`src/hdl/psc_pkg.sv`:
```
// ----------------------------------------------------------------------------
// psc_pkg
// Shared types, constants and the byte-wide CRC-32 step for the packet
// seal-and-check block.
// ----------------------------------------------------------------------------
package psc_pkg;

  localparam int unsigned PosW          = 6;
  localparam int unsigned DefPacketBytes = 48;
  localparam int unsigned TrailerBytes  = 4;

  localparam logic [7:0]  MarkFirst  = 8'hFE;
  localparam logic [7:0]  MarkSecond = 8'hCA;
  localparam logic [31:0] CrcInit    = 32'hFFFF_FFFF;
  localparam logic [31:0] CrcPoly    = 32'hEDB8_8320;

  typedef enum logic {
    CMD_CHECK = 1'b0,
    CMD_SEAL  = 1'b1
  } cmd_e;

  typedef enum logic [1:0] {
    STAT_OK         = 2'd0,
    STAT_BAD_MARKER = 2'd1,
    STAT_BAD_CRC    = 2'd2
  } status_e;

  typedef struct packed {
    cmd_e       command;
    logic       start_req;
    logic [7:0] data_byte;
  } item_t;

  typedef struct packed {
    logic [7:0] out_byte;
    logic       last;
    status_e    status;
  } result_t;

  // Reflected CRC-32 over one byte: an XOR network after synthesis.
  function automatic logic [31:0] crc32_byte(input logic [31:0] crc,
                                             input logic [7:0]  b);
    logic [31:0] c;
    c = crc ^ {24'd0, b};
    for (int k = 0; k < 8; k++) begin
      if (c[0]) begin
        c = (c >> 1) ^ CrcPoly;
      end else begin
        c = c >> 1;
      end
    end
    return c;
  endfunction

endpackage

```
`src/hdl/psc_in_reg.sv`:
```
// ----------------------------------------------------------------------------
// psc_in_reg
// Input register: captures one transfer and holds it until the engine
// advances it into the result register.
// ----------------------------------------------------------------------------
module psc_in_reg import psc_pkg::*; (
  input  logic  clk_i,
  input  logic  rst_ni,
  input  logic  in_valid_i,
  output logic  in_ready_o,
  input  item_t item_i,
  input  logic  advance_i,
  output logic  valid_o,
  output item_t item_o
);

  logic  valid_q, valid_d;
  item_t item_q;

  assign in_ready_o = !valid_q || advance_i;
  assign valid_d    = in_ready_o ? in_valid_i : valid_q;

  always_ff @(posedge clk_i or negedge rst_ni) begin
    if (!rst_ni) begin
      valid_q <= 1'b0;
    end else begin
      valid_q <= valid_d;
    end
  end

  always_ff @(posedge clk_i) begin
    if (in_valid_i && in_ready_o) begin
      item_q <= item_i;
    end
  end

  assign valid_o = valid_q;
  assign item_o  = item_q;

endmodule

```
`src/hdl/psc_engine.sv`:
```
// ----------------------------------------------------------------------------
// psc_engine
// Packet state (position, running CRC, marker and mismatch flags) and the
// per-byte seal/check logic. State moves only when an item advances.
// ----------------------------------------------------------------------------
module psc_engine import psc_pkg::*; #(
  parameter int unsigned PacketBytes = DefPacketBytes
) (
  input  logic    clk_i,
  input  logic    rst_ni,
  input  logic    advance_i,
  input  item_t   item_i,
  output result_t result_o
);

  localparam logic [PosW-1:0] BodyPos = PosW'(PacketBytes - TrailerBytes);
  localparam logic [PosW-1:0] LastPos = PosW'(PacketBytes - 1);

  logic [PosW-1:0] pos_q, pos_d, pos_eff;
  logic [31:0]     crc_q, crc_d, crc_eff, crc_fin;
  logic            marker_q, marker_d, marker_eff;
  logic            mismatch_q, mismatch_d, mismatch_eff;
  logic [PosW-1:0] trail_off;
  logic [1:0]      trail_idx;
  logic [7:0]      expect_byte;
  logic            is_last, in_body, seal;

  // A start flag clears the packet state before the byte is taken.
  assign pos_eff      = item_i.start_req ? '0      : pos_q;
  assign crc_eff      = item_i.start_req ? CrcInit : crc_q;
  assign marker_eff   = item_i.start_req ? 1'b1    : marker_q;
  assign mismatch_eff = item_i.start_req ? 1'b0    : mismatch_q;

  assign seal        = (item_i.command == CMD_SEAL);
  assign in_body     = (pos_eff < BodyPos);
  assign is_last     = (pos_eff >= LastPos);
  assign crc_fin     = crc_eff ^ CrcInit;
  assign trail_off   = pos_eff - BodyPos;
  assign trail_idx   = trail_off[1:0];
  assign expect_byte = crc_fin[{trail_idx, 3'b000} +: 8];

  always_comb begin
    logic marker_n, mismatch_n;
    marker_n   = marker_eff;
    mismatch_n = mismatch_eff;
    crc_d      = crc_eff;
    result_o.out_byte = item_i.data_byte;
    result_o.last     = is_last;
    result_o.status   = STAT_OK;

    if (pos_eff == PosW'(0) && item_i.data_byte != MarkFirst) begin
      marker_n = 1'b0;
    end
    if (pos_eff == PosW'(1) && item_i.data_byte != MarkSecond) begin
      marker_n = 1'b0;
    end

    if (in_body) begin
      crc_d = crc32_byte(crc_eff, item_i.data_byte);
    end else if (seal) begin
      result_o.out_byte = expect_byte;
    end else if (item_i.data_byte != expect_byte) begin
      mismatch_n = 1'b1;
    end

    if (is_last && !seal) begin
      if (!marker_n) begin
        result_o.status = STAT_BAD_MARKER;
      end else if (mismatch_n) begin
        result_o.status = STAT_BAD_CRC;
      end
    end

    // Drop back to the idle packet state after the last byte.
    if (is_last) begin
      pos_d      = '0;
      crc_d      = CrcInit;
      marker_d   = 1'b1;
      mismatch_d = 1'b0;
    end else begin
      pos_d      = pos_eff + PosW'(1);
      marker_d   = marker_n;
      mismatch_d = mismatch_n;
    end
  end

  always_ff @(posedge clk_i or negedge rst_ni) begin
    if (!rst_ni) begin
      pos_q      <= '0;
      crc_q      <= CrcInit;
      marker_q   <= 1'b1;
      mismatch_q <= 1'b0;
    end else if (advance_i) begin
      pos_q      <= pos_d;
      crc_q      <= crc_d;
      marker_q   <= marker_d;
      mismatch_q <= mismatch_d;
    end
  end

endmodule

```
`src/hdl/psc_out_reg.sv`:
```
// ----------------------------------------------------------------------------
// psc_out_reg
// Result register: holds a finished result until the downstream side takes
// the transfer.
// ----------------------------------------------------------------------------
module psc_out_reg import psc_pkg::*; (
  input  logic    clk_i,
  input  logic    rst_ni,
  input  logic    load_i,
  input  result_t result_i,
  output logic    can_load_o,
  output logic    out_valid_o,
  input  logic    out_ready_i,
  output result_t result_o
);

  logic    valid_q, valid_d;
  result_t result_q;

  assign can_load_o = !valid_q || out_ready_i;
  assign valid_d    = can_load_o ? load_i : valid_q;

  always_ff @(posedge clk_i or negedge rst_ni) begin
    if (!rst_ni) begin
      valid_q <= 1'b0;
    end else begin
      valid_q <= valid_d;
    end
  end

  always_ff @(posedge clk_i) begin
    if (load_i && can_load_o) begin
      result_q <= result_i;
    end
  end

  assign out_valid_o = valid_q;
  assign result_o    = result_q;

endmodule

```
`src/hdl/packet_seal_and_check_crc32_top.sv`:
```
// ----------------------------------------------------------------------------
// packet_seal_and_check_crc32_top
// Byte-stream packet sealer/checker with reflected CRC-32 trailer.
//
//   Channel | Handshake              | Payload
//   --------+------------------------+-----------------------------------
//   in      | in_valid_i/in_ready_o  | command_i, start_req_i, data_byte_i
//   out     | out_valid_o/out_ready_i| out_byte_o, last_o, status_o
//
// One byte per cycle sustained while the output is not stalled; a byte passes
// from the input register through the CRC step into the result register
// before it shows on the output and can leave.
// Reset clears both register valids and returns the packet state to idle.
// A stalled output holds its result; the input register still takes one
// more byte, after which in_ready_o drops until the output drains.
// ----------------------------------------------------------------------------
module packet_seal_and_check_crc32_top import psc_pkg::*; #(
  parameter int unsigned PacketBytes = DefPacketBytes
) (
  input  logic       clk_i,
  input  logic       rst_ni,
  input  logic       in_valid_i,
  output logic       in_ready_o,
  input  logic       command_i,
  input  logic       start_req_i,
  input  logic [7:0] data_byte_i,
  output logic       out_valid_o,
  input  logic       out_ready_i,
  output logic [7:0] out_byte_o,
  output logic       last_o,
  output logic [1:0] status_o
);

  item_t   in_item, stage_item;
  result_t eng_result, out_result;
  logic    stage_valid, out_can_load, advance;

  assign in_item.command   = cmd_e'(command_i);
  assign in_item.start_req = start_req_i;
  assign in_item.data_byte = data_byte_i;

  assign advance = stage_valid && out_can_load;

  psc_in_reg u_in_reg (
    .clk_i      (clk_i),
    .rst_ni     (rst_ni),
    .in_valid_i (in_valid_i),
    .in_ready_o (in_ready_o),
    .item_i     (in_item),
    .advance_i  (advance),
    .valid_o    (stage_valid),
    .item_o     (stage_item)
  );

  psc_engine #(
    .PacketBytes (PacketBytes)
  ) u_engine (
    .clk_i     (clk_i),
    .rst_ni    (rst_ni),
    .advance_i (advance),
    .item_i    (stage_item),
    .result_o  (eng_result)
  );

  psc_out_reg u_out_reg (
    .clk_i       (clk_i),
    .rst_ni      (rst_ni),
    .load_i      (stage_valid),
    .result_i    (eng_result),
    .can_load_o  (out_can_load),
    .out_valid_o (out_valid_o),
    .out_ready_i (out_ready_i),
    .result_o    (out_result)
  );

  assign out_byte_o = out_result.out_byte;
  assign last_o     = out_result.last;
  assign status_o   = out_result.status;

  // A non-ok status only ever comes with the final byte.
  assert property (@(posedge clk_i) disable iff (!rst_ni)
    (out_valid_o && status_o != STAT_OK) |-> last_o)
    else $error("status reported on a non-final byte");

  // Input backpressure only when both registers are full and output stalls.
  assert property (@(posedge clk_i) disable iff (!rst_ni)
    !in_ready_o |-> (stage_valid && out_valid_o && !out_ready_i))
    else $error("input stalled without a full pipeline");

  // A held input item must move on as soon as the output register frees up.
  assert property (@(posedge clk_i) disable iff (!rst_ni)
    (stage_valid && !out_valid_o) |-> advance)
    else $error("input item not advanced into empty result register");

endmodule
```
`config.mk`:
```
export PLATFORM = sky130hd
export DESIGN_NAME = packet_seal_and_check_crc32_top
export DESIGN_NICKNAME = d
export VERILOG_FILES = /design/src/hdl/psc_pkg.sv /design/src/hdl/psc_in_reg.sv /design/src/hdl/psc_engine.sv /design/src/hdl/psc_out_reg.sv /design/src/hdl/packet_seal_and_check_crc32_top.sv
export SDC_FILE = /design/constraint.sdc
export NUM_CORES = 1
export LEC_CHECK = 0
export BUFFER_PORTS_ARGS = -buffer_cell sky130_fd_sc_hd__buf_2
export CAP_MARGIN = 40
export CORE_ASPECT_RATIO = 1.4
export CORE_MARGIN = 3
export CORE_UTILIZATION = 40
export CTS_CLUSTER_SIZE = 8
export DETAILED_ROUTE_END_ITERATION = 16
export GPL_TIMING_DRIVEN = 0
export PLACE_DENSITY_LB_ADDON = 0.12
export SYNTH_ARGS = -nofsm -noshare
export SYNTH_HDL_FRONTEND = slang
export SYNTH_SLANG_ARGS = --single-unit
```
`constraint.sdc`:
```
create_clock -name clk_i -period 3.71 [get_ports clk_i]
set_input_delay 0 -clock clk_i [delete_from_list [all_inputs] [get_ports clk_i]]
set_output_delay 0 -clock clk_i [all_outputs]
set_load 0.01 [all_outputs]
```
# --- After elaboration in Yosys (flattened, before gate mapping) ---
# Cells that the tools add are included.
classes:
  bitwise: 10
  n_div: 0
  shift: 1
  multipliers: 0
  n_mux: 33
  reduce_logical: 12
  addsub: 2
  n_eq_ne: 4
  n_lt_le_gt_ge: 2
op_table:
  columns: ["cell", "n"]
  rows:
  - ["32-bit two-way mux", 18]
  - ["13-bit inverter with 14-bit output", 8]
  - ["32-bit inverter", 1]
  - ["32-bit by 6-bit variable part select with 8-bit output", 1]
  - ["32-bit by 8-bit bitwise XOR with 32-bit output", 1]
  - ["8-bit two-way mux", 2]
  - ["8-bit != test, second input constant", 2]
  - ["6-bit two-way mux", 2]
  - ["1-bit two-way mux", 10]
  - ["8-bit != test", 1]
  - ["6-bit by 1-bit adder with 6-bit output, second input constant", 1]
  - ["6-bit by 1-bit == test with 1-bit output, second input constant", 1]
  - ["6-bit >= comparator, second input constant", 1]
  - ["6-bit logical NOT", 1]
  - ["6-bit less-than comparator, second input constant", 1]
  - ["1-bit logical AND", 5]
  - ["1-bit logical NOT", 3]
  - ["1-bit logical OR", 2]
  - ["2-bit two-way mux", 1]
  - ["2-bit AND reduction", 1]
  - ["2-bit by 1-bit subtractor with 2-bit output, second input constant", 1]
totals:
  mem_bits_rw: 0
  rom_bits: 0
  latchBits: 0
  ff_bits: 63
  word_cells: 77
  n_memories: 0
  output_inout_bits: 13
  in_bits: 14

# --- Longest topological paths before layout ---
# Gate-level depths: netlist of the first run.
depth:
  ltp_word: 27
  mapped_depth: 10
  mapped_depth_nobuf: 7

# --- Cells and area by module ---
# From an unflattened synthesis of the first run, not the netlist that was laid out.
unflattened:
  cells_unflattened: 396
  area_unflattened_um2: 4129.0
by_module_without_submodules:
  columns: ["module", "cells_each", "seq_area_each_um2", "n_inst", "area_per_inst_um2"]
  rows:
  - ["psc_engine", 366, 1042.2, 1, 3384.5]
  - ["psc_out_reg", 15, 355.3, 1, 384.1]
  - ["psc_in_reg", 14, 325.3, 1, 354.1]
  - ["packet_seal_and_check_crc32_top", 1, 0.0, 1, 6.3]

# --- Worst setup path after synthesis of the first run ---
# OpenSTA, ideal clock, no wires.
synth_timing:
  kind: "register to register"
  from: "reg u_in_reg.item_q (netlist bit u_in_reg.item_o[8])"
  to: "reg u_out_reg.result_q (netlist bit u_out_reg.result_o[0]), data pin"
  stages_incl_launch_ff: 11
  synth_period_minus_slack_ns: 2.252
  arrival_time_ns: 1.977
  t_required_ns: 3.435
  setup_slack_ns: 1.458
  setup_time_ns: 0.275
  path_buffers: 4
  path_cell_list: "edfxtp_1 > buf_6 > buf_2 > buf_2 > clkbuf_1 > nand2b_1 > ha_1 > nand4b_1 > o22ai_1 > o22ai_1 > nor3b_1"
synth_between:
  elab_chain_cells: 6
  elab_cells_between_ends: 11
  classes_between: "1 x order compare; 1 x eq/ne; 5 x mux; 4 x reduce/logical"
synth_rtl:
  columns: ["item", "line_no", "rtl"]
  rows:
  - ["from (decl)", "psc_in_reg.sv:18", "item_t item_q;"]
  - ["from (signal assigned)", "psc_in_reg.sv:33", "item_q <= item_i;"]
  - ["6-bit two-way mux", "psc_engine.sv:29", "assign pos_eff = item_i.start_req ? '0 : pos_q;"]
  - ["6-bit logical NOT", "psc_engine.sv:51", "if (pos_eff == PosW'(0) && item_i.data_byte != MarkFirst) begin"]
  - ["1-bit logical AND", "psc_engine.sv:51", null]
  - ["1-bit two-way mux", "psc_engine.sv:51", null]
  - ["1-bit two-way mux", "psc_engine.sv:54", "if (pos_eff == PosW'(1) && item_i.data_byte != MarkSecond) begin"]
  - ["1-bit two-way mux", "psc_engine.sv:67", "if (!marker_n) begin"]
  - ["to (signal assigned)", "psc_out_reg.sv:33", "result_q <= result_i;"]
  - ["to (decl)", "psc_out_reg.sv:18", "result_t result_q;"]
# Parallel ways exist; a longest one is shown, timed or not.
# A chain may end at the register's enable or synchronous reset.

# --- Worst setup path in the final report of the first run ---
# Same ends and word-level chain as after synthesis.

==> summary.md, run 1 <==
| Metric | Value |
|---|---|
| Status | finished with violations |
| Failing checks | negative hold slack |
| CTS root buf | clkbuf_16 |
| Worst setup EP type | register |
| Vert. Die Dim | 125 um |
| Critical path's largest stage delay | 0.45 ns |
| Number of global-route vias before repair | 2889 |
| Tcrit/Tclk final | 0.721 |
| Total CTS buffers | 9 |
| # DRC | 0 |
| Crit path kind | register to register |
| Die Width | 90.8 um |
| Fill count | 893 |
| Vias per cell | 5.10 |
| Hold Fails Final Rpt | 2 |
| Synthesized area | 0.00402 mm^2 |
| TritonCTS clock tree | done |
| Buf/Inv on CP | 4 |
| Setup-failing EPs final | 0 |
| PnR worst setup slack | 1.04 ns |
| Clock period minus worst slack | 2.67 ns |
| FF+latch count, synth | 63 |
| Post-synthesis cell count | 351 |
| Share of cells above drive strength 1 | 0.302 |
| Max-cap violations | 0 |
| Measured slew at the worst slew-check pin | 0.767 ns |
| Post-Synth XOR/XNOR Area | 0.239 |
| Tot GR Track Use | 0.196 |
| Largest net degree at the start of global routing | 23 |
| Post-CTS sizing | 0 |
| Worst-Skew Late Latency | around 0.34 ns |
| VDD IR max | 416 uV |
| Antenna cell count | 0 |
| Simple-gate portion of the synthesized area | 0.116 |
| Core area | 0.00962 mm^2 |
| Main flop type after synthesis | dfstp_2 |
| Detailed Place HPWL | between 7 and 8 mm |
| Final design utilization | 0.495 |
| Synth Area in Compound Gates | 0.128 |
| Area contributors post-synth | dfstp_2, edfxtp_1, xnor2_1, o22a_1, dfrtp_1 |
| CTS Buffer Depth | 2 |
| Detailed Route WL | 10.2 mm |
| Clock Skew | 0.00519 ns |
| Max-slew violation count | 0 |
| Sequential share of the synthesized area | 0.428 |
| Post-Syn Nets | 367 |
| Cell-by-cell trace of the critical path | buf_6, buf_2, buf_2, clkbuf_1, nand2b_1, ha_1, nand4b_1, o22ai_1, o22ai_1, nor3b_1 |
| LEAKAGE | roughly 1.8 nW |
| Commonest non-fill, non-tap cell in the layout | xnor2_1 |
| DRT iter0 DRCs | between 100 and 150 |
| Most frequent cells in the layout | xnor2_1, buf_2, nor2_1 |
| FFs w/ async S/R, synth | 0.667 |
| Routability Congestion | approximately 0.79 |
| Maximum clock rate | 374 MHz |
| Dpl cells | 510 |
| Grt ovf | 0 |
| Number of routed nets with antenna violations | 0 |
| Ports | 27 |
| PortBufs | 26 |
| Syn avg cell area | 11.5 um^2 |
| CTS clk-pin slew, worst paths | 0.05 ns |
| DR vias | between 2000 and 3000 |
| Full die area | 0.0113 mm^2 |
| Number of library cell types mapped by synthesis | 47 |
| RSZ-0062 raised after global routing | false |
| Final Non-Filler Cells | 539 |
| Crit path DAT | 2.86 ns |
| Rows | 42 |
| Synth top area share | 0.216 |
| Max-slew headroom | 0.486 |
| Initial core utilization | 0.418 |
| H-tree lvl count | 3 |
| Data required time of the critical path | 3.89 ns |
| Type of origin of the critical path | register |
| Yosys Warn Count | 0 |
| Hold WC Path Type | input port to async pin |
| PwrDens | 904 mW/mm^2 |
| Clock sink total | between 60 and 70 |
| Hold slack final | -0.000440 ns |
| Main combinational cell family by area after synthesis | XOR/XNOR gates |
| Crit-path slowest cell | clkbuf_1 |
| Post-synth EDFFs | 21 |
| Family with the most delay on the worst path | buffers and inverters |
| Placed inst area | 0.00434 mm^2 |
| First-pass GRT wire length | ~17 mm |
| Synthesis-to-finish area growth | 18.3% |
| Worst Path Max Fanout | 10 |
| Post-synthesis mux area share | 0.0448 |
| Setup WS pre-CTS | 1.02 ns |
| Final Power | 4.30 mW |
| Post-route cell area | between 0.004 and 0.005 mm^2 |
| Cell accounting for the most synthesized area | dfstp_2 |
| Fin Setup TNS | 0 ns |
| Initial antenna violation count | 0 |
| Post-Synth Adder-Cell Area | 0.00622 |
| Pre-Repair DR Iteration Count | 4 |
| Post-DR wirelength/cell | 19.0 um |
| Nets | 418 |
[layout make-up]
| class | instances | area [um^2] | share of cell area |
|---|---|---|---|
| Buffer | 26 | 140 | 0.0295 |
| Timing Repair Buffer | 40 | 280 | 0.0589 |
| Multi-Input combinational cell | 259 | 2150 | 0.452 |
| Clock inverter | 7 | 63.8 | 0.0134 |
| Sequential cell | 63 | 1720 | 0.362 |
| Clock buffer | 9 | 225 | 0.0473 |
| Tap cell | 132 | 165 | 0.0347 |
| Inverter | 3 | 11.3 | 0.00237 |
[repair_timing]
item,in CTS,in global routing
hold buffers,13,0
hold endpoints to repair,12,0
buffers inserted,0,0
[power by group]
group,switching (mW),internal (mW)
combinational,1.01,1.17
sequential,0.213,1.08
clock,0.321,0.513
total,1.54,2.76
[registers in the layout (all words and copies together) (netlist names)]
signal / cells
u_engine.crc_q: 32
u_engine.pos_q: 6
u_in_reg.valid_o: 1
u_in_reg.item_o: 10
u_engine.mismatch_q: 1
u_engine.marker_q: 1
u_out_reg.result_o: 11
u_out_reg.out_valid_o: 1
[logic make-up (layout without fill, tap and decap cells)]
group                    Yosys count  after routing
AO/OA/AOI/OAI                     69             69
XOR/XNOR                          85             85
adder cells (fa/ha/maj)            2              2
buffers and inverters             29             85
flip-flops                        63             63
multiplexers                       8              8
AND/OR/NAND/NOR                   95             95
[cell usage after synthesis, types with 7 or more instances]
| cell type | instances |
|---|---|
| o21ai_0 | 14 |
| xnor2_1 | 42 |
| dfstp_2 | 33 |
| xor2_1 | 25 |
| o22a_1 | 32 |
| clkbuf_1 | 7 |
| a21oi_1 | 8 |
| nand2b_1 | 7 |
| dfrtp_1 | 9 |
| xnor2_2 | 9 |
| mux4_2 | 8 |
| edfxtp_1 | 21 |
| nor2_1 | 39 |
| nand2_1 | 20 |
| buf_2 | 13 |
[layer usage]
| layer | track usage | routed length, um |
|---|---|---|
| met3 | 0.0429 | 275 |
| met5 | 0 | 0 |
| met1 | 0.224 | 4170 |
| met2 | 0.360 | 5650 |
| met4 | 0.0613 | 149 |
[path summary, 6_finish.rpt]
check / slack [ns] / startpoint / to / cells after the start
max reg2reg: 1.04 / u_in_reg.item_o[8]$_DFFE_PP_ / u_out_reg.result_o[0]$_SDFFCE_PN0P_ / 10
min: -0.0004 / rst_ni / u_engine.crc_q[10]$_DFFE_PN1P_ / 1
min reg2reg: 0.49 / u_in_reg.valid_o$_DFFE_PN0N_ / u_out_reg.out_valid_o$_DFFE_PN0P_ / 1
max: 1.04 / u_in_reg.item_o[8]$_DFFE_PP_ / u_out_reg.result_o[0]$_SDFFCE_PN0P_ / 10
min in group clk_i: 0.37 / data_byte_i[2] / u_in_reg.item_o[2]$_DFFE_PP_ / 2
max in group asynchronous: 3.45 / rst_ni / u_engine.crc_q[6]$_DFFE_PN1P_ / 2
No activity file was read; power rests on OpenSTA's default activity.
==> inputs of run 2 (changes only) <==
Clock period 3.71 ns to 2.3 ns, I/O delays scaled along.
==> run 2 against run 1 <==
The run now ends clean. Worst hold slack improved by 0.0039 ns. Total power increased by 66%. Worst setup slack got worse by 1.0 ns. Wire length increased by 3.1%. Cell count increased by 2.8%. Via count increased by 3.5%. Clock power increased by 61%. Flip-flop and latch count unchanged. Critical path depth decreased by 3. Critical endpoint is now u_out_reg.result_o[1]$_SDFFCE_PN0P_. Largest cell class unchanged. Largest power group unchanged.
==> summary.md, run 2 (same netlist as run 1, synthesis figures left out) <==
| Metric | Value |
|---|---|
| Worst-Skew Late Latency | 0.34 ns (about the same) |
| Critical path's largest stage delay | 0.56 ns (+0.11 ns) |
| FF-to-FF path depth | 7 (-3) |
| Core area | 0.00962 mm^2 (unchanged) |
| Post-route cell area | 0.00502 mm^2 (+5.6%) |
| Initial core utilization | 0.418 (unchanged) |
| Measured slew at the worst slew-check pin | 0.567 ns (-0.200 ns) |
| DR top layer | met4 |
| Reg2Reg Setup Slack | 0.02 ns (-1.01 ns) |
| Commonest non-fill, non-tap cell in the layout | xnor2_1 |
| LEAKAGE | 1.95 nW (+6.3%) |
| DRT iter0 DRCs | 97 (-13%) |
| Family with the most delay on the worst path | multiplexers |
| Initial antenna violation count | 0 (unchanged) |
| Ports | 27 (unchanged) |
| DR vias | 2845 (+3.5%) |
| Max-cap violations | 0 (unchanged) |
| Worst flop-to-flop path endpoint | u_out_reg.result_o[1]$_SDFFCE_PN0P_ |
| Most frequent cells in the layout | xnor2_1, nor2_1, buf_2, dfstp_2, o22a_1 |
| Clock sink total | 63 (unchanged) |
| TritonCTS clock tree | done |
| Number of routed nets with antenna violations | 0 (unchanged) |
| Met2 WL | 5.88 mm (+4.1%) |
| Setup-failing EPs final | 0 (unchanged) |
| # DRC | 0 (unchanged) |
| Crit path DAT | 2.43 ns (-0.43 ns) |
| Final Power | 7.16 mW (+66%) |
| Hold Fails Final Rpt | 0 (-2) |
| Rows | 42 (unchanged) |
| Crit path kind | register to register |
| Total CTS buffers | 9 (unchanged) |
| CTS root buf | clkbuf_16 |
| Buf/Inv on CP | 1 (-3) |
| Hold WC Path Type | input port to async pin |
| Grt ovf | 0 (unchanged) |
| Fill count | 865 (-3.1%) |
| Antenna cell count | 0 (unchanged) |
| Post-DR wirelength/cell | 19.0 um (+0.27%) |
| Type of origin of the critical path | register |
| PortBufs | 26 (unchanged) |
| Tcrit/Tclk final | 0.989 (+0.268) |
| Nets | 433 (+3.6%) |
| Register area | 0.00173 mm^2 (+0.15%) |
| First-pass GRT wire length | 16.8 mm (+1.2%) |
| Share of cells above drive strength 1 | 0.370 (+0.0675) |
| CTS clk-pin slew, worst paths | 0.05 ns (about the same) |
| Full die area | 0.0113 mm^2 (unchanged) |
| Placed inst area | 0.00434 mm^2 (unchanged) |
| Pre-Repair DR Iteration Count | 4 (unchanged) |
| Crit-path slowest cell | mux4_2 |
| Max-slew violation count | 0 (unchanged) |
| H-tree lvl count | 3 (unchanged) |
| CTS Buffer Depth | 2 (unchanged) |
| Cell-by-cell trace of the critical path | buf_12, mux4_2, xor2_1, nand3_1, o311ai_2, and4_2, a2111oi_4 |
| VDD IR max | 668 uV (+60%) |
| Max-slew headroom | 0.622 (+0.136) |
| Metal-1 WL | 4.24 mm (+1.7%) |
| Maximum clock rate | 440 MHz (+18%) |
| Final design utilization | 0.522 (+0.0277) |
| Worst Path Max Fanout | 9 (-1) |
| RSZ-0062 raised after global routing | true |
| Status | completed |
| Tot GR Track Use | 0.198 (+0.00189) |
| Die Width | 90.8 um (unchanged) |
| Routability Congestion | 0.789 (unchanged) |
| Clock period minus worst slack | 2.28 ns (-0.399 ns) |
| Multi-input gate area | 0.00225 mm^2 (+4.5%) |
| Largest net degree at the start of global routing | 23 (unchanged) |
| Clock Skew | 0.00552 ns (+0.000331 ns) |
| Vert. Die Dim | 125 um (unchanged) |
| Detailed Place HPWL | 7.40 mm (unchanged) |
| Data required time of the critical path | 2.45 ns (-1.44 ns) |
| WL met3 | 257 um (-6.5%) |
| Worst r2r src | u_engine.pos_q[0]$_DFFE_PN0P_ |
| Max reg flops | 32 (unchanged) |
| Detailed Route WL | 10.6 mm (+3.1%) |
| Worst setup EP type | register |
| Synthesis-to-finish area growth | 24.9% |
| PwrDens | 1420 mW/mm^2 (+58%) |
| Number of global-route vias before repair | 2952 (+2.2%) |
| Most flops, register | u_engine.crc_q |
| Vias per cell | 5.14 (+0.65%) |
run 2: worst max-delay path by stage:
stage,start,to,slack (ns),cells past startpoint
detailed placement,u_in_reg.item_o[8]$_DFFE_PP_,u_out_reg.result_o[0]$_SDFFCE_PN0P_,-0.39,10
floorplan,u_in_reg.item_o[8]$_DFFE_PP_,u_out_reg.result_o[0]$_SDFFCE_PN0P_,0.05,10
finish,u_engine.pos_q[0]$_DFFE_PN0P_,u_out_reg.result_o[1]$_SDFFCE_PN0P_,0.02,7
CTS,u_in_reg.item_o[8]$_DFFE_PP_,u_engine.crc_q[30]$_DFFE_PN1P_,-0.02,8
global route,u_engine.pos_q[0]$_DFFE_PN0P_,u_out_reg.result_o[1]$_SDFFCE_PN0P_,-0.05,7
global placement,u_in_reg.item_o[8]$_DFFE_PP_,u_out_reg.result_o[0]$_SDFFCE_PN0P_,-0.40,10
run 2: through the flow:
stage	hold WS [ns]	TNS, ns	instances	setup WS, ns
final	0.00347	0	554	0.0250
after CTS	0.0226	-0.150	543	-0.0203
after floorplan	-0.296	0	351	0.0481
after global routing	0.0677	-0.0470	554	-0.0470
after detailed placement	0.180	-1.97	510	-0.387
after global placement	0.179	-2.21	509	-0.396
run 2: metal layers:
| metal | GRT usage | up-vias |
|---|---|---|
| met5 | 0 | - |
| met4 | 0.0613 | 0 |
| met3 | 0.0429 | 16 |
| met2 | 0.365 | 38 |
| met1 | 0.225 | 1415 |
| li1 | - | 1376 |
run 2: timing repair:
action	CTS	global route
setup buffers	4	13
hold buffers	13	0
hold endpoints to repair	12	0
endpoints found under the setup margin	35	44
pin swaps	3	7
resized for setup	14	29
run 2: worst register-to-register path, delay by kind of cell, from the launching register on:
| family | cells | cell delay [ns] |
|---|---|---|
| buf+inv | 1 | 0.14 |
| flops | 1 | 0.39 |
| simple gates | 2 | 0.40 |
| mux | 1 | 0.57 |
| compound gates | 2 | 0.41 |
| xor+xnor | 1 | 0.18 |
run 2: power by group:
group | switching (mW) | internal (mW)
logic | 1.70 | 2.03
clock network | 0.509 | 0.828
registers | 0.343 | 1.74
run 2: area by class of cell:
class / instances / share of cell area
multi-input combinational: 259 / 0.447
sequential: 63 / 0.343
timing repair buffer: 57 / 0.0812
clock buffer: 9 / 0.0448
buffer: 24 / 0.0349
tap: 132 / 0.0329
clock inverter: 7 / 0.0127
inverter: 3 / 0.00299
